`src/rtl/sbot_pkg.sv`:
```
// shared types, constants and helpers of the swept box overlap test
package sbot_pkg;

   localparam int FRAC_BITS_DEFAULT = 16;
   localparam int OPEN_X_UNITS      = 100;
   localparam int OPEN_Y_UNITS      = 110;
   localparam int AXES              = 2;
   localparam int LANES             = 4;
   localparam int REQ_BITS          = 320;
   localparam int RSP_BITS          = 40;

   typedef struct packed {
      logic [30:0]        proj;
      logic signed [31:0] vel;
      logic signed [31:0] center;
      logic signed [31:0] bcenter;
      logic [30:0]        extent;
   } axis_in_type;

   typedef struct packed {
      logic [31:0] r;
      logic [31:0] d;
      logic        neg;
   } lane_type;

   typedef struct packed {
      logic [AXES-1:0] vzero;
      logic [AXES-1:0] inrng;
   } side_type;

   typedef struct packed {
      logic               collide;
      logic               is_x;
      logic signed [31:0] contact;
   } result_type;

   function automatic logic signed [31:0] sat33(input logic signed [32:0] v);
      logic signed [31:0] res;
      if (v[32] != v[31]) begin
         res = v[32] ? 32'sh8000_0000 : 32'sh7fff_ffff;
      end else begin
         res = v[31:0];
      end
      return res;
   endfunction

   function automatic logic [31:0] mag32(input logic signed [31:0] v);
      logic [31:0] res;
      res = v[31] ? 32'(-v) : 32'(v);
      return res;
   endfunction

endpackage

```
`src/rtl/sbot_div_cell.sv`:
```
// one restoring division step for all four sweep times
module sbot_div_cell #(
   parameter int FRAC_BITS = sbot_pkg::FRAC_BITS_DEFAULT
) (
   input  logic                                          clock,
   input  logic                                          reset,
   input  logic                                          adv,
   input  logic                                          in_valid,
   input  sbot_pkg::side_type                            in_side,
   input  sbot_pkg::lane_type [sbot_pkg::LANES-1:0]      in_lane,
   input  logic [sbot_pkg::LANES-1:0][31+FRAC_BITS:0]    in_n,
   output logic                                          out_valid,
   output sbot_pkg::side_type                            out_side,
   output sbot_pkg::lane_type [sbot_pkg::LANES-1:0]      out_lane,
   output logic [sbot_pkg::LANES-1:0][31+FRAC_BITS:0]    out_n
);
   import sbot_pkg::*;

   localparam int DW = 32 + FRAC_BITS;

   logic                     valid_ff;
   side_type                 side_ff;
   lane_type [LANES-1:0]     lane_ff, lane_in;
   logic [LANES-1:0][DW-1:0] n_ff, n_in;

   always_comb begin
      logic [32:0] shifted;
      logic [32:0] trial;
      logic        ge;
      for (int k = 0; k < LANES; k++) begin
         shifted = {in_lane[k].r, in_n[k][DW-1]};
         trial   = shifted - {1'b0, in_lane[k].d};
         ge      = !trial[32];
         lane_in[k].d   = in_lane[k].d;
         lane_in[k].neg = in_lane[k].neg;
         lane_in[k].r   = ge ? trial[31:0] : shifted[31:0];
         n_in[k]        = {in_n[k][DW-2:0], ge};
      end
   end

   always_ff @(posedge clock) begin
      if (reset) begin
         valid_ff <= 1'b0;
      end else if (adv) begin
         valid_ff <= in_valid;
      end
   end

   always_ff @(posedge clock) begin
      if (adv) begin
         side_ff <= in_side;
         lane_ff <= lane_in;
         n_ff    <= n_in;
      end
   end

   assign out_valid = valid_ff;
   assign out_side  = side_ff;
   assign out_lane  = lane_ff;
   assign out_n     = n_ff;

endmodule

```
`config.mk`:
```
export PLATFORM = sky130hd
export DESIGN_NAME = sbot_div_cell
export DESIGN_NICKNAME = d
export VERILOG_FILES = /design/src/rtl/sbot_pkg.sv /design/src/rtl/sbot_div_cell.sv
export SDC_FILE = /design/constraint.sdc
export NUM_CORES = 1
export LEC_CHECK = 0
export CORE_AREA = 2 2 360 362
export DETAILED_ROUTE_END_ITERATION = 7
export DIE_AREA = 0 0 362 364
export DONT_BUFFER_PORTS = 1
export PLACE_DENSITY = 0.35
export SETUP_SLACK_MARGIN = 0.1
export SYNTH_ARGS = -nofsm -noshare
export SYNTH_HDL_FRONTEND = slang
export SYNTH_SLANG_ARGS = --single-unit
```
`constraint.sdc`:
```
create_clock -name clock -period 6.8 [get_ports clock]
set_input_delay 1.02 -clock clock [delete_from_list [all_inputs] [get_ports clock]]
set_output_delay 1.02 -clock clock [all_outputs]
set_load 0.05 [all_outputs]
```
After elaboration in Yosys (flattened, before gate mapping)
Cells that the tools add are included.
- add/subtract/negate cells: 4
- multiplexer cells: 4
- reductions and logical operators: 4
- operators by type and width (cell ; number):
    subtractor 33 x 32 -> 33 bit ; 4
    two-way mux 32 bit ; 4
    zero test 1 bit ; 4
- register bits: 457
- output and inout bits: 457

Depth between registers and ports, before layout
- depth after elaboration: 2
- mapped depth: 16
- depth with buffers taken out: 14

Worst setup path before layout
OpenSTA, ideal clock, no wires.
- path type: input to register
- start point: in in_n[95] (netlist name)
- end point: reg lane_ff, in the netlist out_lane[102] (data pin)
- arrival time: 3.927 ns
- required time: 6.540 ns
- setup slack: 2.613 ns
- stages: 15
- buffers on the path: 1
- path through: inv_1 -> ha_1 -> fa_1 -> nor2b_1 -> o21ai_1 -> a21oi_1 -> o311a_1 -> a31oi_1 -> a21oi_1 -> nand3_1 -> a31oi_1 -> a211oi_2 -> xnor2_2 -> buf_2 -> mux2_2
- RTL lines (element ; RTL line ; text):
    start, declared ; sbot_div_cell.sv:11 ; input logic [sbot_pkg::LANES-1:0][31+FRAC_BITS:0] in_n,
    end signal, assigned ; sbot_div_cell.sv:52 ; lane_ff <= lane_in;
    end, declared ; sbot_div_cell.sv:23 ; lane_type [LANES-1:0] lane_ff, lane_in;

==> results.cfg <==
[status]
status = finished clean

[route]
via_per_inst = 3.92
via_count = 13163
routedWlPerCell_microns = 23.2
drt_first_pass_iters = 5
drt_wl_total_microns = 78100
drtIter0Drc = 807
postRouteAntennaNets = 0
drc = 0

[critical_path]
cp_max_fo = 18
crit_buf_inv = 2
required_ns = 7.17
critPathLaunchType = input pin
path_cells = inv_1 -> ha_1 -> fa_1 -> nor2b_1 -> o21ai_1 -> a21oi_1 -> o311a_1 -> a31oi_1 -> a21oi_1 -> nand3_1 -> a31oi_1 -> a211oi_2 -> xnor2_4 -> buf_4 -> mux2_2
critPathSlowestCell = xnor2_4
end_kind = flop
r2r-start = out_valid$_SDFFE_PP0P_
r2r_cells = 2
crit_path_max_incr_delay_ns = 0.58
cp.arrival_ns = 5.04
critPathKind = in2reg
timing.rr.end = out_valid$_SDFFE_PP0P_
r2r_slack_ns = 5.88
cp_top_family = compound AO/OA/AOI/OAI gates

[floorplanning]
num_rows = 132
num_io_pins = 917
dieArea_sq_mm = 0.132
die_w_microns = 362
die_y_microns = 364
fp.coreArea_sq_mm = 0.128
start_util_pct = 17.2

[synth]
synth_edf_count = 456
syn_area_sq_mm = 0.0220
synth_xor_area_share_pct = 4.59
seq_area_frac_synth_pct = 62.2
synth_top_family_by_area = compound AO/OA/AOI/OAI gates
muxShareOfSynthArea_pct = 6.92
ys_types = 67
synth_compound_area_share_pct = 9.74
syn_area_per_cell_sq_um = 13.8
synth-simple-area-share_pct = 5.49
syn_inst = 1600
synth_ff_type = edfxtp_1
synthesis.nets = 2192
yosysWarningCount = 0
async_flop_share_pct = 0
synthAdderAreaFrac_pct = 7.63
ys_ff_latch = 457

[power_and_ir_drop]
finalPower_mw = 8.61
cellPowerDensity_mw_per_mm2 = 333
leakagePower_nw = 9.72
irDropWorstVdd_mv = 0.165

[cts]
cts_tree = built
cts_root_buf = clkbuf_16
cts_made_buffers = 54
clock_latency_ns = 0.62
cts.sinks = 457
cts_setup_buffers = 0
cts_hold_buffers = 0
htreeDepth = 2
clk_pin_slew_ns = 0.05
clk_path_buf_depth = 3
cts_resized = 0

[worst_hold_path]
hp-start = reset
hp-class = in2reg
hold_depth = 1
min_to = out_valid$_SDFFE_PP0P_

[global_route]
grt_pass1_vias = 13516
antenna_found_initial = 21
grt_pass1_wl_microns = 105000
grt_util_met1_pct = 11.2
grt_max_degree = 458
grtUsageTotal_pct = 11.1
use_met2_pct = 19.5
grt_remaining_overflow = 0
busiest_layer = met2
use_met3_pct = 5.65

[final_layout]
area_delta_synth_final_pct = 17.3
num-fill-cells = 13750
final_layout_size_suffix_gt1_share_pct = 12.5
nNetsFinal = 2227

[sta]
skew_ns = 0
max_freq_mhz = 215
slew_viol_final = 0
fin_crit_sh_pct = 68.6
max-slew-margin-rel_pct = 28.6
worst_pin_slew_ns = 1.07
setup_viol = 0
rsz0062_at_grt = false
fin_setup_tns_ns = 0
finalWorstSetupSlack_ns = 2.14
hold_viol = 0
min_period_ns = 4.66

[placed_design]
gp_congestion = 0.817
dp_hpwl_microns = 61800
io_buffer_count = 0
pre_cts_ws_ns = 1.44

[flow_run]
drv_cap = 0
cells by family (layout without fill, tap and decap cells):
family,count (synthesis),in the layout
flops,457,457
compound gates,338,338
simple gates,241,241
buf+inv,191,269
fa+ha+maj,132,132
mux,128,128
xor+xnor,113,113
other cells,0,5
sequential cells by signal, indices dropped and copies added, names as in the netlist:
name / count
out_lane: 260
out_n: 192
out_side: 4
out_valid: 1
worst max path at each step:
| stage | startpoint | end | slack [ns] | depth (start not counted) |
|---|---|---|---|---|
| after floorplan | in_n[95] | out_lane[102]$_DFFE_PP_ | 2.61 | 15 |
| after global placement | in_n[95] | out_lane[101]$_DFFE_PP_ | 1.50 | 15 |
| after detailed placement | in_n[95] | out_lane[106]$_DFFE_PP_ | 1.44 | 15 |
| after CTS | in_n[95] | out_lane[104]$_DFFE_PP_ | 2.12 | 15 |
| after global routing | in_n[95] | out_lane[110]$_DFFE_PP_ | 1.87 | 15 |
| final | in_n[95] | out_lane[104]$_DFFE_PP_ | 2.14 | 15 |
stage by stage:
step / hold WS (ns) / util [%] / area, sq um / cells
after CTS: 0.392 / 20.1 / 25800 / 3353
after detailed placement: 0.765 / 18.8 / 24100 / 3254
after global placement: 0.754 / 18.8 / 24100 / 3254
after global routing: 0.416 / 20.1 / 25900 / 3356
after floorplan: 0.733 / - / 22000 / 1600
final: 0.467 / 20.1 / 25900 / 3358
per-layer routing:
layer / part of all wire, % / up-vias
met5: 0.14 / -
met4: 3.0 / 18
met3: 12 / 106
met2: 50 / 642
met1: 35 / 6365
li1: - / 6032
synth_stat cells (27+ instances only):
| master | instances | area, sq um |
|---|---|---|
| mux2_2 | 85 | 957 |
| nand3_1 | 28 | 140 |
| nor2_1 | 57 | 214 |
| nand2_1 | 54 | 203 |
| mux2_4 | 27 | 405 |
| inv_1 | 164 | 616 |
| xnor2_1 | 76 | 666 |
| xor2_1 | 34 | 298 |
| ha_1 | 128 | 1600 |
| a21oi_1 | 111 | 556 |
| a21o_1 | 67 | 503 |
| o21ai_0 | 61 | 305 |
| edfxtp_1 | 456 | 13700 |
power breakdown:
part	switching [mW]	internal, mW
clock network	1.25	1.66
registers	1.22	3.50
logic	0.512	0.475
total	2.98	5.64
area by class of cell:
class	count	area, sq um	share of cell area [%]
Clock inverter	35	362	1.40
Timing Repair Buffer	6	57.6	0.223
Tap cell	1675	2100	8.11
Antenna cell	5	12.5	0.0484
Inverter	164	616	2.38
Multi-Input combinational cell	952	7610	29.4
Clock buffer	64	1390	5.37
Sequential cell	457	13700	53.0
worst reg2reg max path, delay by kind of cell (launching register included):
family           cells  cell delay [ns]
and+or+nand+nor      1             0.10
DFF                  1             0.63
muxes                1             0.14
placed cells by master (no fill, tap or decap), types with 6 or more instances in the layout:
| cell type | instances |
|---|---|
| edfxtp_1 | 456 |
| inv_1 | 164 |
| ha_1 | 128 |
| a21oi_1 | 111 |
| mux2_2 | 85 |
| xnor2_1 | 76 |
| a21o_1 | 67 |
| o21ai_0 | 61 |
| nor2_1 | 57 |
| nand2_1 | 54 |
| clkbuf_16 | 54 |
| xor2_1 | 34 |
| nand3_1 | 28 |
| mux2_4 | 27 |
| nor2b_1 | 23 |
| nand2b_1 | 19 |
| a31oi_1 | 18 |
| mux2i_1 | 13 |
| and3_1 | 12 |
| o21bai_1 | 12 |
| nand4_1 | 12 |
| o21a_1 | 12 |
| nor3_1 | 11 |
| clkinv_1 | 11 |
| clkbuf_1 | 10 |
| a211oi_1 | 8 |
| o21ai_1 | 6 |
| and4_1 | 6 |
| o211ai_1 | 6 |
| clkinv_2 | 6 |
(Power assumes the default switching activity.)
