### src/rtl/sbot_pkg.sv
// shared types, constants and helpers of the swept box overlap test
package sbot_pkg;

   localparam int FRAC_BITS_DEFAULT = 16;
   localparam int OPEN_X_UNITS      = 100;
   localparam int OPEN_Y_UNITS      = 110;
   localparam int AXES              = 2;
   localparam int LANES             = 4;
   localparam int REQ_BITS          = 320;
   localparam int RSP_BITS          = 40;

   typedef struct packed {
      logic [30:0]        proj;
      logic signed [31:0] vel;
      logic signed [31:0] center;
      logic signed [31:0] bcenter;
      logic [30:0]        extent;
   } axis_in_type;

   typedef struct packed {
      logic [31:0] r;
      logic [31:0] d;
      logic        neg;
   } lane_type;

   typedef struct packed {
      logic [AXES-1:0] vzero;
      logic [AXES-1:0] inrng;
   } side_type;

   typedef struct packed {
      logic               collide;
      logic               is_x;
      logic signed [31:0] contact;
   } result_type;

   function automatic logic signed [31:0] sat33(input logic signed [32:0] v);
      logic signed [31:0] res;
      if (v[32] != v[31]) begin
         res = v[32] ? 32'sh8000_0000 : 32'sh7fff_ffff;
      end else begin
         res = v[31:0];
      end
      return res;
   endfunction

   function automatic logic [31:0] mag32(input logic signed [31:0] v);
      logic [31:0] res;
      res = v[31] ? 32'(-v) : 32'(v);
      return res;
   endfunction

endpackage

### src/rtl/sbot_back.sv
// quotient saturation, axis hit tests and the final overlap decision
module sbot_back #(
   parameter int FRAC_BITS = sbot_pkg::FRAC_BITS_DEFAULT
) (
   input  logic                                          clock,
   input  logic                                          reset,
   input  logic                                          adv,
   input  logic [30:0]                                   frame_end,
   input  logic                                          in_valid,
   input  sbot_pkg::side_type                            in_side,
   input  sbot_pkg::lane_type [sbot_pkg::LANES-1:0]      in_lane,
   input  logic [sbot_pkg::LANES-1:0][31+FRAC_BITS:0]    in_n,
   output logic                                          out_valid,
   output sbot_pkg::result_type                          out_result
);
   import sbot_pkg::*;

   localparam int DW = 32 + FRAC_BITS;
   localparam logic [DW-1:0] POS_LIMIT = {{(DW-32){1'b0}}, 32'h7fff_ffff};
   localparam logic [DW-1:0] NEG_LIMIT = {{(DW-32){1'b0}}, 32'h8000_0000};
   localparam logic signed [31:0] OPEN_X = 32'(OPEN_X_UNITS << FRAC_BITS);
   localparam logic signed [31:0] OPEN_Y = 32'(OPEN_Y_UNITS << FRAC_BITS);

   logic v1_ff, v2_ff, v3_ff;

   logic signed [31:0] t_ff [LANES];
   logic signed [31:0] t_in [LANES];
   side_type           side1_ff;
   logic signed [31:0] tc_ff [AXES], to_ff [AXES], tc_in [AXES], to_in [AXES];
   logic [AXES-1:0]    hit_ff, hit_in;
   result_type         res_ff, res_in;

   always_comb begin
      for (int k = 0; k < LANES; k++) begin
         if (!in_lane[k].neg) begin
            t_in[k] = (in_n[k] > POS_LIMIT) ? 32'sh7fff_ffff : $signed(in_n[k][31:0]);
         end else begin
            t_in[k] = (in_n[k] > NEG_LIMIT) ? 32'sh8000_0000 : $signed(-in_n[k][31:0]);
         end
      end
   end

   always_comb begin
      for (int a = 0; a < AXES; a++) begin
         if (side1_ff.vzero[a]) begin
            tc_in[a]  = 32'sd0;
            to_in[a]  = (a == 0) ? OPEN_X : OPEN_Y;
            hit_in[a] = side1_ff.inrng[a];
         end else begin
            if (t_ff[2*a+1] < t_ff[2*a]) begin
               tc_in[a] = t_ff[2*a+1];
               to_in[a] = t_ff[2*a];
            end else begin
               tc_in[a] = t_ff[2*a];
               to_in[a] = t_ff[2*a+1];
            end
            hit_in[a] = !(tc_in[a] > $signed({1'b0, frame_end})) && !(to_in[a] < 32'sd0);
         end
      end
   end

   always_comb begin
      logic signed [31:0] latest;
      logic signed [31:0] earliest;
      logic               y_later;
      y_later  = tc_ff[1] > tc_ff[0];
      latest   = y_later ? tc_ff[1] : tc_ff[0];
      earliest = (to_ff[0] < to_ff[1]) ? to_ff[0] : to_ff[1];
      res_in   = '0;
      if (hit_ff[0] && hit_ff[1]) begin
         res_in.is_x = y_later;
         if (latest < earliest) begin
            res_in.collide = 1'b1;
            res_in.contact = latest;
         end
      end
   end

   always_ff @(posedge clock) begin
      if (reset) begin
         v1_ff <= 1'b0;
         v2_ff <= 1'b0;
         v3_ff <= 1'b0;
      end else if (adv) begin
         v1_ff <= in_valid;
         v2_ff <= v1_ff;
         v3_ff <= v2_ff;
      end
   end

   always_ff @(posedge clock) begin
      if (adv) begin
         side1_ff <= in_side;
         hit_ff   <= hit_in;
         res_ff   <= res_in;
         for (int k = 0; k < LANES; k++) begin
            t_ff[k] <= t_in[k];
         end
         for (int a = 0; a < AXES; a++) begin
            tc_ff[a] <= tc_in[a];
            to_ff[a] <= to_in[a];
         end
      end
   end

   assign out_valid  = v3_ff;
   assign out_result = res_ff;

endmodule

### config.mk
export PLATFORM = sky130hd
export DESIGN_NAME = sbot_back
export DESIGN_NICKNAME = d
export VERILOG_FILES = /design/src/rtl/sbot_pkg.sv /design/src/rtl/sbot_back.sv
export SDC_FILE = /design/constraint.sdc
export NUM_CORES = 1
export LEC_CHECK = 0
export CAP_MARGIN = 40
export CORE_ASPECT_RATIO = 1.25
export CORE_MARGIN = 2
export CORE_UTILIZATION = 45
export DETAILED_ROUTE_END_ITERATION = 16
export DONT_BUFFER_PORTS = 1
export GPL_TIMING_DRIVEN = 0
export SLEW_MARGIN = 20
export SYNTH_ARGS = -nofsm -noshare
export SYNTH_HDL_FRONTEND = slang
export SYNTH_SLANG_ARGS = --single-unit
### constraint.sdc
create_clock -name clock -period 5.5 [get_ports clock]
set_clock_uncertainty 0.2 [all_clocks]
set_input_delay 0.55 -clock clock [delete_from_list [all_inputs] [get_ports clock]]
set_output_delay 0.55 -clock clock [all_outputs]
set_load 0.005 [all_outputs]
; After elaboration in Yosys (flattened, before gate mapping)
; Memory sizes are Yosys's and may differ from the RTL's.
; Cells that the tools add are included.
[word_totals]
regBits = 43
latchBits = 0
ram_bits = 256
mem_bits_ro = 0
input_bits = 491
output_inout_bits = 35
word_cells = 72
n_memories = 3
[op_classes]
add_sub_neg = 4
n_mul = 0
div = 0
n_lt_le_gt_ge = 17
n_eq_ne = 0
n_shift = 0
n_mux = 31
bitwise = 0
reduce_logical = 8
[memory_table]
columns = name, depth, word_bits, read_ports, rd_ports_with_merged_regs, wr, line
row1 = t_ff, 4, 32, 4, 0, 4, sbot_back.sv:26  ; logic signed [31:0] t_ff [LANES];
row2 = tc_ff, 2, 32, 2, 0, 2, sbot_back.sv:29  ; logic signed [31:0] tc_ff [AXES], to_ff [AXES], tc_in [AXES], to_in [AXES];
row3 = to_ff, 2, 32, 2, 0, 2, sbot_back.sv:29
[ops]
columns = op, n
row1 = 32-bit two-way mux, 26
row2 = "48-bit by 31-bit greater-than comparator with 1-bit output, second input constant", 4
row3 = "48-bit by 32-bit greater-than comparator with 1-bit output, second input constant", 4
row4 = 32-bit less-than comparator, 4
row5 = 32-bit negation, 4
row6 = 32-bit greater-than comparator, 3
row7 = "32-bit by 1-bit less-than comparator with 1-bit output, second input constant", 2
row8 = 1-bit two-way mux, 5
row9 = 1-bit logical NOT, 4
row10 = 1-bit logical AND, 3
row11 = 2-bit AND reduction, 1

; Longest topological paths before layout
[logic_depth]
word_depth = 7
mapped_depth = 21

; Worst setup path before layout
; OpenSTA, ideal clock, no wires.
[synth_timing]
path_type = register -> register
start = memory t_ff[1][9]
end = register hit_ff[0] (data pin)
setup_ns = 0.207
t_arrival_ns = 4.570
required_time_ns = 5.093
path_slack_ns = 0.523
stages_incl_launch_ff = 21
n_path_buf = 2
period_less_slack_ns = 4.977
path_cell_list = edfxtp_1 > ha_1 > a21o_1 > a21o_1 > a21o_1 > a21o_1 > a211oi_1 > o32a_1 > clkbuf_1 > buf_1 > a22o_1 > nand2_1 > ha_1 > a21o_1 > a21o_1 > a21o_1 > a21o_1 > a221oi_1 > o211ai_1 > o311a_1 > a2111oi_0
[synth_rtl]
columns = element, line
row1 = start: declaration, sbot_back.sv:26
row2 = end signal: assignment, sbot_back.sv:94  ; hit_ff <= hit_in;
row3 = end: declaration, sbot_back.sv:30  ; logic [AXES-1:0] hit_ff, hit_in;

==> flow_summary.toml <==
[timing]
min_period_over_period = 0.9785
slew_viol_final = 0
worst_slew_pin_slew_ns = 1.006
fin_ws_ns = 0.1184
fmax_ghz = 0.1858
relSlewSlack = 0.3293
hold_viol = 0
setup_viol = 0
period_needed_ns = 5.382

[yosys]
synthesis.area_sq_mm = 0.02419
synth_fp_nets = 3507
ys_ff_latch = 299
ys_warn_count = 0
seq_area_frac_synth = 0.3700
synthCells = 2794
synth_flop_cell = "edfxtp_1"
syn_avg_cell_area_sq_um = 8.656
ys_async_sr_fraction = 0
synth_edf_count = 296
synthDistinctLibCells = 85

[floorplan]
coreArea_sq_mm = 0.05349
die_height_um = 263.2
pin_count = 526
fp-row-count = 95
die_area_sq_mm = 0.05563
fp.dieW_um = 211.4
initial_utilization = 0.4522

[worst_setup_path]
start_kind = "flop"
crit_path_cell_trace = "ha_1 -> nand4_1 -> nor2_2 -> nand4_1 -> buf_4 -> a2111oi_4 -> a211oi_2 -> buf_4 -> clkbuf_4 -> a22o_1 -> nand2_1 -> ha_1 -> a21o_1 -> a21o_1 -> a21o_1 -> a21o_1 -> a221oi_2 -> o211ai_1 -> o311a_1 -> a2111oi_4"
slowest_stage = "edfxtp_1"
worstPathArrival_ns = 5.51
cp.required_ns = 5.63
endpoint_kind = "flop"
cp_common_cell = "a21o_1"
critPathKind = "reg -> reg"
slowest_delay_ns = 0.56
cp_max_fo = 10

[final_layout]
fill_cells = 5134
final_nets = 3601
multiInputGateArea_sq_mm = 0.01404
regArea_sq_mm = 0.008949
fin_cells = 3597
syn2layout_area_growth_pct = 12.27
drive_gt1_frac = 0.08336

[grt]
grt_antenna_before_repair = 1
grt_overflow = 0
grt_pass1_vias = 22014
grt_max_degree = 289
grt_pass1_wl_um = 135700
grtUsageTotal = 0.3256

[detailed_routing]
vias_per_cell = 6.336
drt-total-wl_um = 92290
ant_nets = 0
drt_first_pass_iters = 6
route.detailed.wl_per_inst_um = 25.66
drt_iter0_drc = 2005
drcViolationCount = 0
vias = 22789

[clocking]
path_clk_slew_ns = 0.06
clk_path_buf_depth = 3
cts_root_buf = "clkbuf_16"
clock_latency_ns = 0.57
cts.sinks = 299
cts.htree.levels = 2
cts_tree = "yes"
numCtsBuffers = 36

[place]
port_buffers = 0
place.gp.congestion = 0.9739
dp_cells = 3475
place_hpwl_um = 74870
pre_cts_ws_ns = -1.182

[power]
pwr-share-clk = 0.299
power.density_mw_per_mm2 = 305.2
leakage_nw = 11.11
irDropWorstVdd_mv = 0.2108
p_comb_frac = 0.332
power_switching_w = 0.002923
swShare = 0.3527
seq_power_share = 0.368
p_int_w = 0.005365
fin_total_pwr_w = 0.008289

[status]
status = "complete, no violations"

[run]
drv_cap = 0

[hold_path]
hold_class = "in -> reg"
layout make-up:
cell class              instances  share of cell area
plain buffers                 164             0.02848
clock buffers                  41             0.03465
well taps                     679             0.03129
clock inverters                24             0.01014
inverters                     219             0.03046
flip-flops and latches        299              0.3296
repair buffers                 58             0.01820
diodes                          3           0.0002765
multi-input cells            2110              0.5170
flip-flops by register name, indices dropped and copies added (netlist names):
signal      count
out_valid       1
side1_ff        4
tc_ff          64
hit_ff          2
out_result     34
t_ff          128
v2_ff           1
v1_ff           1
to_ff          64
power by group through the flow:
stage	clock network [W]	logic, W	registers (W)
6_report	0.00248	0.00275	0.00305
5_1_grt	0.00260	0.00299	0.00307
4_1_cts	0.00252	0.00264	0.00305
3_5_place_dp	0	0.00250	0.00310
3_3_place_gp	0	0.00243	0.00309
2_1_floorplan	0	0.00172	0.00295
Yosys cell counts, types with 5 or more instances:
master     count  area, sq um
o21a_1        24        180.2
buf_1         11        41.29
buf_2         13        65.06
nand3_1       94        470.5
nand4_1       49        306.5
nor3_1        98        490.5
a211oi_1      16        120.1
clkbuf_1     137        514.2
mux2_2        31        349.1
or3_1         35        219.0
o311ai_1      44        385.4
a21o_1        58        435.4
inv_1        217        814.5
and3_1         8        50.05
o211ai_1      45        337.8
or4_1          7        52.55
nor2b_1       20        125.1
a221o_1       28        280.3
o311ai_0      25        219.0
nor4_1        36        225.2
a21oi_1      236         1181
o41ai_1       12        105.1
a311o_1        5        50.05
nand2b_1      71        444.2
a211o_1       33        289.0
and2_1        37        231.5
o21ai_0      159        795.8
nor3b_1       35        262.8
edfxtp_1     296         8889
o31ai_1        7        52.55
or2_2         14        87.58
a2111oi_0      7        61.31
ha_1         222         2778
a221oi_1       7        61.31
nor2_1       140        525.5
nand2_1      386         1449
and4_1        10        87.58
a22o_1        30        262.8
a31oi_1       13        81.33
cells in the final DEF (no fill, tap or decap), types with 37 or more instances in the layout:
cell type,synthesis,final
ha_1,222,219
o311ai_1,44,45
nand3_1,94,91
inv_1,217,217
buf_4,2,38
o21ai_0,159,155
edfxtp_1,296,296
clkbuf_1,137,111
nor3_1,98,97
o211ai_1,45,45
nand2_1,386,386
nand4_1,49,49
nand2b_1,71,71
clkbuf_16,0,38
nor2_1,140,138
and2_1,37,37
a21oi_1,236,233
a21o_1,58,58
stage by stage:
step	utilization	cell area [sq um]	hold slack (ns)	TNS (ns)
after global routing	0.5075	27150	0.01085	-0.04195
after CTS	0.5031	26910	0.001116	0
after floorplan	-	24190	0.2601	0
final	0.5076	27150	0.01700	0
after detailed placement	0.4683	25050	0.2887	-29.42
after global placement	0.4680	25040	0.2744	-28.39
worst max-delay path, delay by kind of cell, from the launching register on:
family / cells / cell delay [ns]
fa+ha+maj: 2 / 0.61
simple gates: 4 / 0.45
buf+inv: 3 / 0.58
compound gates: 11 / 2.75
flops: 1 / 0.56
final timing paths:
path | from | to | slack (ns) | cells past startpoint
min | in_n[59] | t_ff[1][11]$_DFFE_PP_ | 0.02 | 2
min reg2reg | v1_ff$_SDFFE_PP0P_ | v1_ff$_SDFFE_PP0P_ | 0.31 | 2
max reg2reg | t_ff[1][21]$_DFFE_PP_ | hit_ff[0]$_DFFE_PP_ | 0.12 | 20
max | t_ff[1][21]$_DFFE_PP_ | hit_ff[0]$_DFFE_PP_ | 0.12 | 20
layer usage:
metal,GRT usage,routed length (um),up-vias
li1,-,-,10606
met1,0.4080,37230,10963
met4,0.1555,5078,0
met2,0.5533,44200,1011
met3,0.04223,5792,209
met5,0,0,-
cells by family (layout without fill, tap and decap cells):
logic type	Yosys count	count (layout)	share of synthesized area
AO/OA/AOI/OAI	785	785	0.2167
flip-flops	299	299	0.3700
adder cells (fa/ha/maj)	222	222	0.1148
XOR/XNOR	2	2	0.0007244
AND/OR/NAND/NOR	1067	1067	0.2202
other	0	3	0
buffers and inverters	385	506	0.06187
multiplexers	34	34	0.01567
what timing repair did:
item,4_1_cts,5_1_grt
endpoints found under the setup margin,35,34
endpoints found under the hold margin,32,0
pin swaps,12,20
setup buffers,14,18
hold buffers,25,0
resized for setup,75,55
No activity file was read; power rests on OpenSTA's default activity.
