$ cat src/rtl/sbot_pkg.sv
// shared types, constants and helpers of the swept box overlap test
package sbot_pkg;

   localparam int FRAC_BITS_DEFAULT = 16;
   localparam int OPEN_X_UNITS      = 100;
   localparam int OPEN_Y_UNITS      = 110;
   localparam int AXES              = 2;
   localparam int LANES             = 4;
   localparam int REQ_BITS          = 320;
   localparam int RSP_BITS          = 40;

   typedef struct packed {
      logic [30:0]        proj;
      logic signed [31:0] vel;
      logic signed [31:0] center;
      logic signed [31:0] bcenter;
      logic [30:0]        extent;
   } axis_in_type;

   typedef struct packed {
      logic [31:0] r;
      logic [31:0] d;
      logic        neg;
   } lane_type;

   typedef struct packed {
      logic [AXES-1:0] vzero;
      logic [AXES-1:0] inrng;
   } side_type;

   typedef struct packed {
      logic               collide;
      logic               is_x;
      logic signed [31:0] contact;
   } result_type;

   function automatic logic signed [31:0] sat33(input logic signed [32:0] v);
      logic signed [31:0] res;
      if (v[32] != v[31]) begin
         res = v[32] ? 32'sh8000_0000 : 32'sh7fff_ffff;
      end else begin
         res = v[31:0];
      end
      return res;
   endfunction

   function automatic logic [31:0] mag32(input logic signed [31:0] v);
      logic [31:0] res;
      res = v[31] ? 32'(-v) : 32'(v);
      return res;
   endfunction

endpackage

$ cat src/rtl/sbot_front.sv
// slab bounds, sweep distances and divider operand setup
module sbot_front #(
   parameter int FRAC_BITS = sbot_pkg::FRAC_BITS_DEFAULT
) (
   input  logic                                          clock,
   input  logic                                          reset,
   input  logic                                          adv,
   input  logic                                          in_valid,
   input  sbot_pkg::axis_in_type [sbot_pkg::AXES-1:0]    in_axis,
   output logic                                          out_valid,
   output sbot_pkg::side_type                            out_side,
   output sbot_pkg::lane_type [sbot_pkg::LANES-1:0]      out_lane,
   output logic [sbot_pkg::LANES-1:0][31+FRAC_BITS:0]    out_n
);
   import sbot_pkg::*;

   localparam int DW = 32 + FRAC_BITS;

   logic v1_ff, v2_ff, v3_ff, v4_ff;

   logic [AXES-1:0][30:0]        w_ff, w_in;
   logic signed [31:0]           vel1_ff [AXES], c1_ff [AXES], bc1_ff [AXES];
   logic signed [31:0]           lo_ff [AXES], hi_ff [AXES], lo_in [AXES], hi_in [AXES];
   logic signed [31:0]           vel2_ff [AXES], c2_ff [AXES];
   logic signed [31:0]           dlo_ff [AXES], dhi_ff [AXES], dlo_in [AXES], dhi_in [AXES];
   logic signed [31:0]           vel3_ff [AXES];
   side_type                     side3_ff, side3_in, side4_ff;
   lane_type [LANES-1:0]         lane_ff, lane_in;
   logic [LANES-1:0][DW-1:0]     n_ff, n_in;

   always_comb begin
      logic [31:0] sum;
      for (int a = 0; a < AXES; a++) begin
         sum = {1'b0, in_axis[a].extent} + {1'b0, in_axis[a].proj};
         w_in[a] = sum[31] ? 31'h7fff_ffff : sum[30:0];
         lo_in[a] = sat33({bc1_ff[a][31], bc1_ff[a]} - {2'b00, w_ff[a]});
         hi_in[a] = sat33({bc1_ff[a][31], bc1_ff[a]} + {2'b00, w_ff[a]});
         dlo_in[a] = sat33({lo_ff[a][31], lo_ff[a]} - {c2_ff[a][31], c2_ff[a]});
         dhi_in[a] = sat33({hi_ff[a][31], hi_ff[a]} - {c2_ff[a][31], c2_ff[a]});
         side3_in.vzero[a] = (vel2_ff[a] == 32'sd0);
         side3_in.inrng[a] = !((c2_ff[a] < lo_ff[a]) || (c2_ff[a] > hi_ff[a]));
         lane_in[2*a].r     = '0;
         lane_in[2*a].d     = mag32(vel3_ff[a]);
         lane_in[2*a].neg   = dlo_ff[a][31] ^ vel3_ff[a][31];
         lane_in[2*a+1].r   = '0;
         lane_in[2*a+1].d   = mag32(vel3_ff[a]);
         lane_in[2*a+1].neg = dhi_ff[a][31] ^ vel3_ff[a][31];
         n_in[2*a]   = {mag32(dlo_ff[a]), {FRAC_BITS{1'b0}}};
         n_in[2*a+1] = {mag32(dhi_ff[a]), {FRAC_BITS{1'b0}}};
      end
   end

   always_ff @(posedge clock) begin
      if (reset) begin
         v1_ff <= 1'b0;
         v2_ff <= 1'b0;
         v3_ff <= 1'b0;
         v4_ff <= 1'b0;
      end else if (adv) begin
         v1_ff <= in_valid;
         v2_ff <= v1_ff;
         v3_ff <= v2_ff;
         v4_ff <= v3_ff;
      end
   end

   always_ff @(posedge clock) begin
      if (adv) begin
         w_ff     <= w_in;
         side3_ff <= side3_in;
         side4_ff <= side3_ff;
         lane_ff  <= lane_in;
         n_ff     <= n_in;
         for (int a = 0; a < AXES; a++) begin
            vel1_ff[a] <= in_axis[a].vel;
            c1_ff[a]   <= in_axis[a].center;
            bc1_ff[a]  <= in_axis[a].bcenter;
            lo_ff[a]   <= lo_in[a];
            hi_ff[a]   <= hi_in[a];
            vel2_ff[a] <= vel1_ff[a];
            c2_ff[a]   <= c1_ff[a];
            dlo_ff[a]  <= dlo_in[a];
            dhi_ff[a]  <= dhi_in[a];
            vel3_ff[a] <= vel2_ff[a];
         end
      end
   end

   assign out_valid = v4_ff;
   assign out_side  = side4_ff;
   assign out_lane  = lane_ff;
   assign out_n     = n_ff;

endmodule

$ cat config.mk
export PLATFORM = sky130hd
export DESIGN_NAME = sbot_front
export DESIGN_NICKNAME = d
export VERILOG_FILES = /design/src/rtl/sbot_pkg.sv /design/src/rtl/sbot_front.sv
export SDC_FILE = /design/constraint.sdc
export NUM_CORES = 2
export LEC_CHECK = 0
export BUFFER_PORTS_ARGS = -buffer_cell sky130_fd_sc_hd__buf_2
export CAP_MARGIN = 25
export CORE_MARGIN = 1
export CORE_UTILIZATION = 30
export CTS_CLUSTER_SIZE = 14
export DETAILED_ROUTE_END_ITERATION = 8
export PLACE_DENSITY = 0.54
export SLEW_MARGIN = 40
export SYNTH_ARGS = -nofsm -noshare
export SYNTH_HDL_FRONTEND = slang
export SYNTH_SLANG_ARGS = --single-unit
$ cat constraint.sdc
create_clock -name clock -period 3.45 [get_ports clock]
set_clock_uncertainty 0.05 [all_clocks]
set_input_delay 0.345 -clock clock [delete_from_list [all_inputs] [get_ports clock]]
set_output_delay 0.345 -clock clock [all_outputs]
set_load 0.03 [all_outputs]
Word level (Yosys, flattened, before mapping) --
Memory sizes are Yosys's and may differ from the RTL's. Cells that the tools add are included. W data, S select, Z words.
Word-level totals: bits in writable memories 640, memories kept 10, bits in read-only memories 0, latch bits 0, bits in registers 270, input port bits 320, output and inout bits 457
Operators by class: magnitude comparators 4, multiply operators 0, equality and inequality tests 8, shift operators 0, mux-type cells 24, add/subtract/negate cells 16, reductions and logical operators 6, div/mod/pow operators 0, bitwise logic cells 4
Memories:
- bc1_ff | depth 2, bits a word 32, read ports 2, clocked after Yosys merged registers in 0, wr ports 2, line sbot_front.sv:22 | logic signed [31:0] vel1_ff [AXES], c1_ff [AXES], bc1_ff [AXES];
- c1_ff | depth 2, bits a word 32, read ports 2, clocked after Yosys merged registers in 0, wr ports 2, line sbot_front.sv:22
- c2_ff | depth 2, bits a word 32, read ports 2, clocked after Yosys merged registers in 0, wr ports 2, line sbot_front.sv:24 | logic signed [31:0] vel2_ff [AXES], c2_ff [AXES];
- dhi_ff | depth 2, bits a word 32, read ports 2, clocked after Yosys merged registers in 0, wr ports 2, line sbot_front.sv:25 | logic signed [31:0] dlo_ff [AXES], dhi_ff [AXES], dlo_in [AXES], dhi_in [AXES];
- dlo_ff | depth 2, bits a word 32, read ports 2, clocked after Yosys merged registers in 0, wr ports 2, line sbot_front.sv:25
- hi_ff | depth 2, bits a word 32, read ports 2, clocked after Yosys merged registers in 0, wr ports 2, line sbot_front.sv:23 | logic signed [31:0] lo_ff [AXES], hi_ff [AXES], lo_in [AXES], hi_in [AXES];
- +4 memories
Operators by type and width (number):
- $mux W32 | 16
- $sub A32 B32 Y33 | 6
- $neg A32 Y32 | 6
- $mux W31 | 6
- $add A32 B32 Y33 | 2
- $add A31 B31 Y32 | 2
- $gt A32 B32 Y1 | 2
- $logic_not A32 Y1 | 2
- $lt A32 B32 Y1 | 2
- $ne A1 B1 Y1 | 8
- $xor A1 B1 Y1 | 4
- $logic_not A1 Y1 | 2
- $logic_or A1 B1 Y1 | 2
- $mux W1 | 2

Depth between registers and ports, before layout --
An unclocked memory read counts as a cell.
word-level depth 4, depth in mapped cells 16

Least setup slack after synthesis --
No wires, ideal clock.
path kind reg2reg, start point memory dlo_ff[1][5], in the netlist dlo_ff[0][37], end point register n_ff, in the netlist out_n[141], data pin, data arrival time 3468 ps, buffers on the path 0, stages on the path, launching flop included 10, period minus slack after synthesis 3777 ps, setup slack -327 ps, cell sequence edfxtp_1 -> or4_4 -> or3_4 -> or4_4 -> or4_4 -> nand2b_4 -> or3_4 -> or4_4 -> o31ai_2 -> xnor2_1
RTL lines:
- start: declaration | line sbot_front.sv:25
- end signal: assignment | line sbot_front.sv:73 | n_ff <= n_in;
- end: declaration | line sbot_front.sv:29 | logic [LANES-1:0][DW-1:0] n_ff, n_in;

==> impl_results.md <==
- Status: finished with violations
- Failing checks: negative setup slack
- Mapped Cells: 4,596
- Count leader, synth: edfxtp_1
- Fin cells: 8,093
- Via/cell ratio: 4.69
- Initial antenna violation count: 15
- First-pass GRT wire length: 224,000 µm
- # port buffers: 584
- Leak: 0.0270 µW
- Placed instance area: 59,300 µm²
- Fmax: 266 MHz
- Max FFs per register: 128
- TritonCTS clock tree: done
- Post-synthesis register bit count: 910
- Post-synthesis cell area: 51,600 µm²
- End of the worst hold path: w_ff[60]
- Max-Cap Viols: 0
- Gr usage total: 0.167
- Slew HR: 0.457
- Max Buffers Root-to-Sink: 3
- GPL Wtd Cong: 0.909
- CP dominant cell by count: or4_4
- CP arrival: 4.20 ns
- Post-Syn Area per Cell: 11.2 µm²
- Critical path class: reg -> reg
- Hold Startpoint: in_axis[314]
- Detail Placement HPWL: 119,000 µm
- Final Hold Fails: 0
- DR iter-0 viols: 2,284
- TNS Setup: -2.21 ns
- Sw Share: 0.367
- CTS H-tree lvls: 3
- Via count: 38.0k
- Layout Utilization: 0.393
- Yosys cell types: 80
- Crit start category: flip-flop
- Post-Synth Simple-Gate Area: 0.0996
- Yosys top cell area share: 0.527
- Yosys warnings: 0
- TritonCTS Buffers: 102
- Total grt overflow: 0
- Period utilization: 1.09
- Placed cell count: 7,634
- CP max stage cell: or4_4
- Rows: 151
- Power Dens Cells: 688 nW/µm²
- Pint: 29,100 µW
- Worst-Skew Late Latency: 0.73 ns
- Vias in the first global route: 37.3k
- Pins Over Slew Limit: 0
- Synth Area in Compound Gates: 0.143
- Seq pwr share: 0.372
- Post-Synth XOR/XNOR Area: 0.0755
- Sequential share of the synthesized area: 0.529
- Area grow syn2layout: 29.6%
- Switch Pwr: 16,900 µW
- Critical R2R Capture: out_n[141]
- RR Startpoint: dlo_ff[0][38]
- Slew @ Worst Pin: 0.814 ns
- Crit path time final: 3.76 ns
- Post-synth EDFFs: 906
- Clk sinks: 910
- Cell taking the most area after synthesis: edfxtp_1
- Tightest Hold Check Type: in -> reg
- Die Span Y: 417 µm
- RSZ-0062 raised after global routing: true
- Final setup violation count: 32
- CP max FO: 3
- Clock power share: 0.231
- Initial Util: 0.304
- Synth async-reset ratio: 0
- Final setup margin: -0.306 ns
- Die X: 417 µm
- Maximum VDD drop: 420 µV
- Share of cells above drive strength 1: 0.262
- Reg2Reg Depth: 9
- Post-synthesis adder-cell area fraction: 0.0842
- Routed Antenna Nets: 0
- Core Footprint: 170,000 µm²
- Total routed wirelength: 151,000 µm
- Io pins: 777
- WP data required: 3.89 ns
- Crit path capture type: flip-flop
- Clk root buf: clkbuf_16
- Layout Nets: 6,437
- Top post-synthesis cells by area: edfxtp_1, ha_1, xnor2_1
- Largest family of logic cells by synthesized area: compound AO/OA/AOI/OAI gates
- Post-synth top cells: edfxtp_1, a21oi_1, xnor2_1
- Critical path's largest stage delay: 0.55 ns
- WHS Path Cells: 4
- Die Footprint: 174,000 µm²
- DRT Pass-1 Iters: 5
- DR WL/cell: 18.7 µm
- Multiplexer share of the synthesized area: 0.00182
- CP Cell Sequence: or4_4 > or3_4 > or4_4 > or4_4 > nand2b_4 > or3_4 > or4_4 > o31ai_4 > xnor2_1
- Final instance area: 66,900 µm²
- Largest net degree at the start of global routing: 91
- Worst R2R Setup Slack: -0.31 ns
- Combinational power share: 0.398
- DR DRC count: 0
- Top_reg_cell synth: edfxtp_1
- Clock Pin Slew Worst Setup and Hold Paths: 0.06 ns
placed cells by master, fill, tap and decap left out, types with 19 or more instances in the layout:
cell type / count
o21ai_0: 253
o41ai_1: 26
xnor2_1: 341
ha_1: 307
nor2_1: 229
nor4_1: 39
o31ai_1: 57
dlygate4sd3_1: 203
clkbuf_16: 107
buf_2: 583
o21a_1: 39
clkinv_1: 21
a21oi_1: 319
a21o_1: 120
o21ai_1: 25
nor2b_1: 43
nand3_1: 60
clkbuf_1: 22
a21oi_2: 31
or3_1: 36
o21bai_1: 51
buf_6: 19
inv_1: 239
and3_1: 24
a211oi_1: 25
buf_4: 458
nand4_1: 42
conb_1: 192
edfxtp_1: 906
xor2_1: 103
nand2_1: 279
o21ai_2: 51
nand2b_1: 77
or4_1: 21
buf_12: 22
nor3_1: 49
or2_2: 20
routing by layer:
| layer | vias to the layer above | share of wire | wire length (µm) | global-route usage |
|---|---|---|---|---|
| met5 | - | 0.00012 | 18 | 0 |
| met4 | 4 | 0.028 | 4310 | 0.0571 |
| met3 | 186 | 0.042 | 6360 | 0.0223 |
| met2 | 884 | 0.48 | 73200 | 0.286 |
| met1 | 18100 | 0.45 | 67400 | 0.216 |
| li1 | 18800 | - | - | - |
worst max-delay path, delay by kind of cell (launching register included):
family / cells / cell delay (ns)
and+or+nand+nor: 7 / 2.80
DFF: 1 / 0.38
AOI/OAI and AO/OA: 1 / 0.20
xor gates and xnor gates: 1 / 0.08
cell families (layout without fill, tap and decap cells):
kind of cell,count (synthesis),in the layout
other,1,198
and+or+nand+nor,1032,1034
DFF,910,910
xor gates and xnor gates,445,445
buffers and inverters,660,1740
AOI/OAI and AO/OA,1196,1196
adders and majority gates,343,343
muxes,9,9
what timing repair did:
action                                  CTS  global route
gates cloned                              9             7
pin swaps                                58            92
gates resized for setup                 167           246
hold buffers                            203             0
hold endpoints to repair                224             0
setup buffers                            18            28
endpoints found under the setup margin  251           259
power groups by stage:
stage / Clock, µW / Combinational, µW / Sequential (µW)
6_report: 10600 / 18300 / 17100
4_1_cts: 11000 / 17200 / 17100
5_1_grt: 11300 / 19900 / 17300
3_3_place_gp: 0 / 16200 / 17300
2_1_floorplan: 0 / 9300 / 17700
3_5_place_dp: 0 / 16300 / 17300
worst max path at each step:
stage             startpoint    endpoint  slack (ns)  depth (start not counted)
6_report       dlo_ff[0][38]  out_n[141]       -0.31                          9
5_1_grt        dlo_ff[0][38]  out_n[141]       -0.41                          9
4_1_cts        dlo_ff[0][38]  out_n[141]       -0.33                          9
3_5_place_dp   dlo_ff[0][38]  out_n[139]       -0.37                          9
3_3_place_gp   dlo_ff[0][38]  out_n[141]       -0.39                          9
2_1_floorplan  dlo_ff[0][37]  out_n[141]       -0.32                          9
area by class of cell:
cell class | count | area (µm²)
clock inverters | 65 | 648
repair buffers | 1298 | 9350
diodes | 6 | 15.0
multi-input cells | 3219 | 23200
clock buffers | 125 | 2650
fillers | 16400 | 103000
flip-flops and latches | 910 | 27300
well taps | 2218 | 2780
inverters | 252 | 948
per-stage QoR:
step | hold WS [ns] | total power [µW] | setup WS [ns]
floorplan | 0.350 | 27000 | -0.323
global placement | 0.352 | 33400 | -0.392
detailed placement | 0.355 | 33600 | -0.367
CTS | 0.000959 | 45300 | -0.329
global route | 0.0653 | 48500 | -0.407
finish | 0.0788 | 46000 | -0.306
Note: power is estimated with default switching activity, not from simulation.
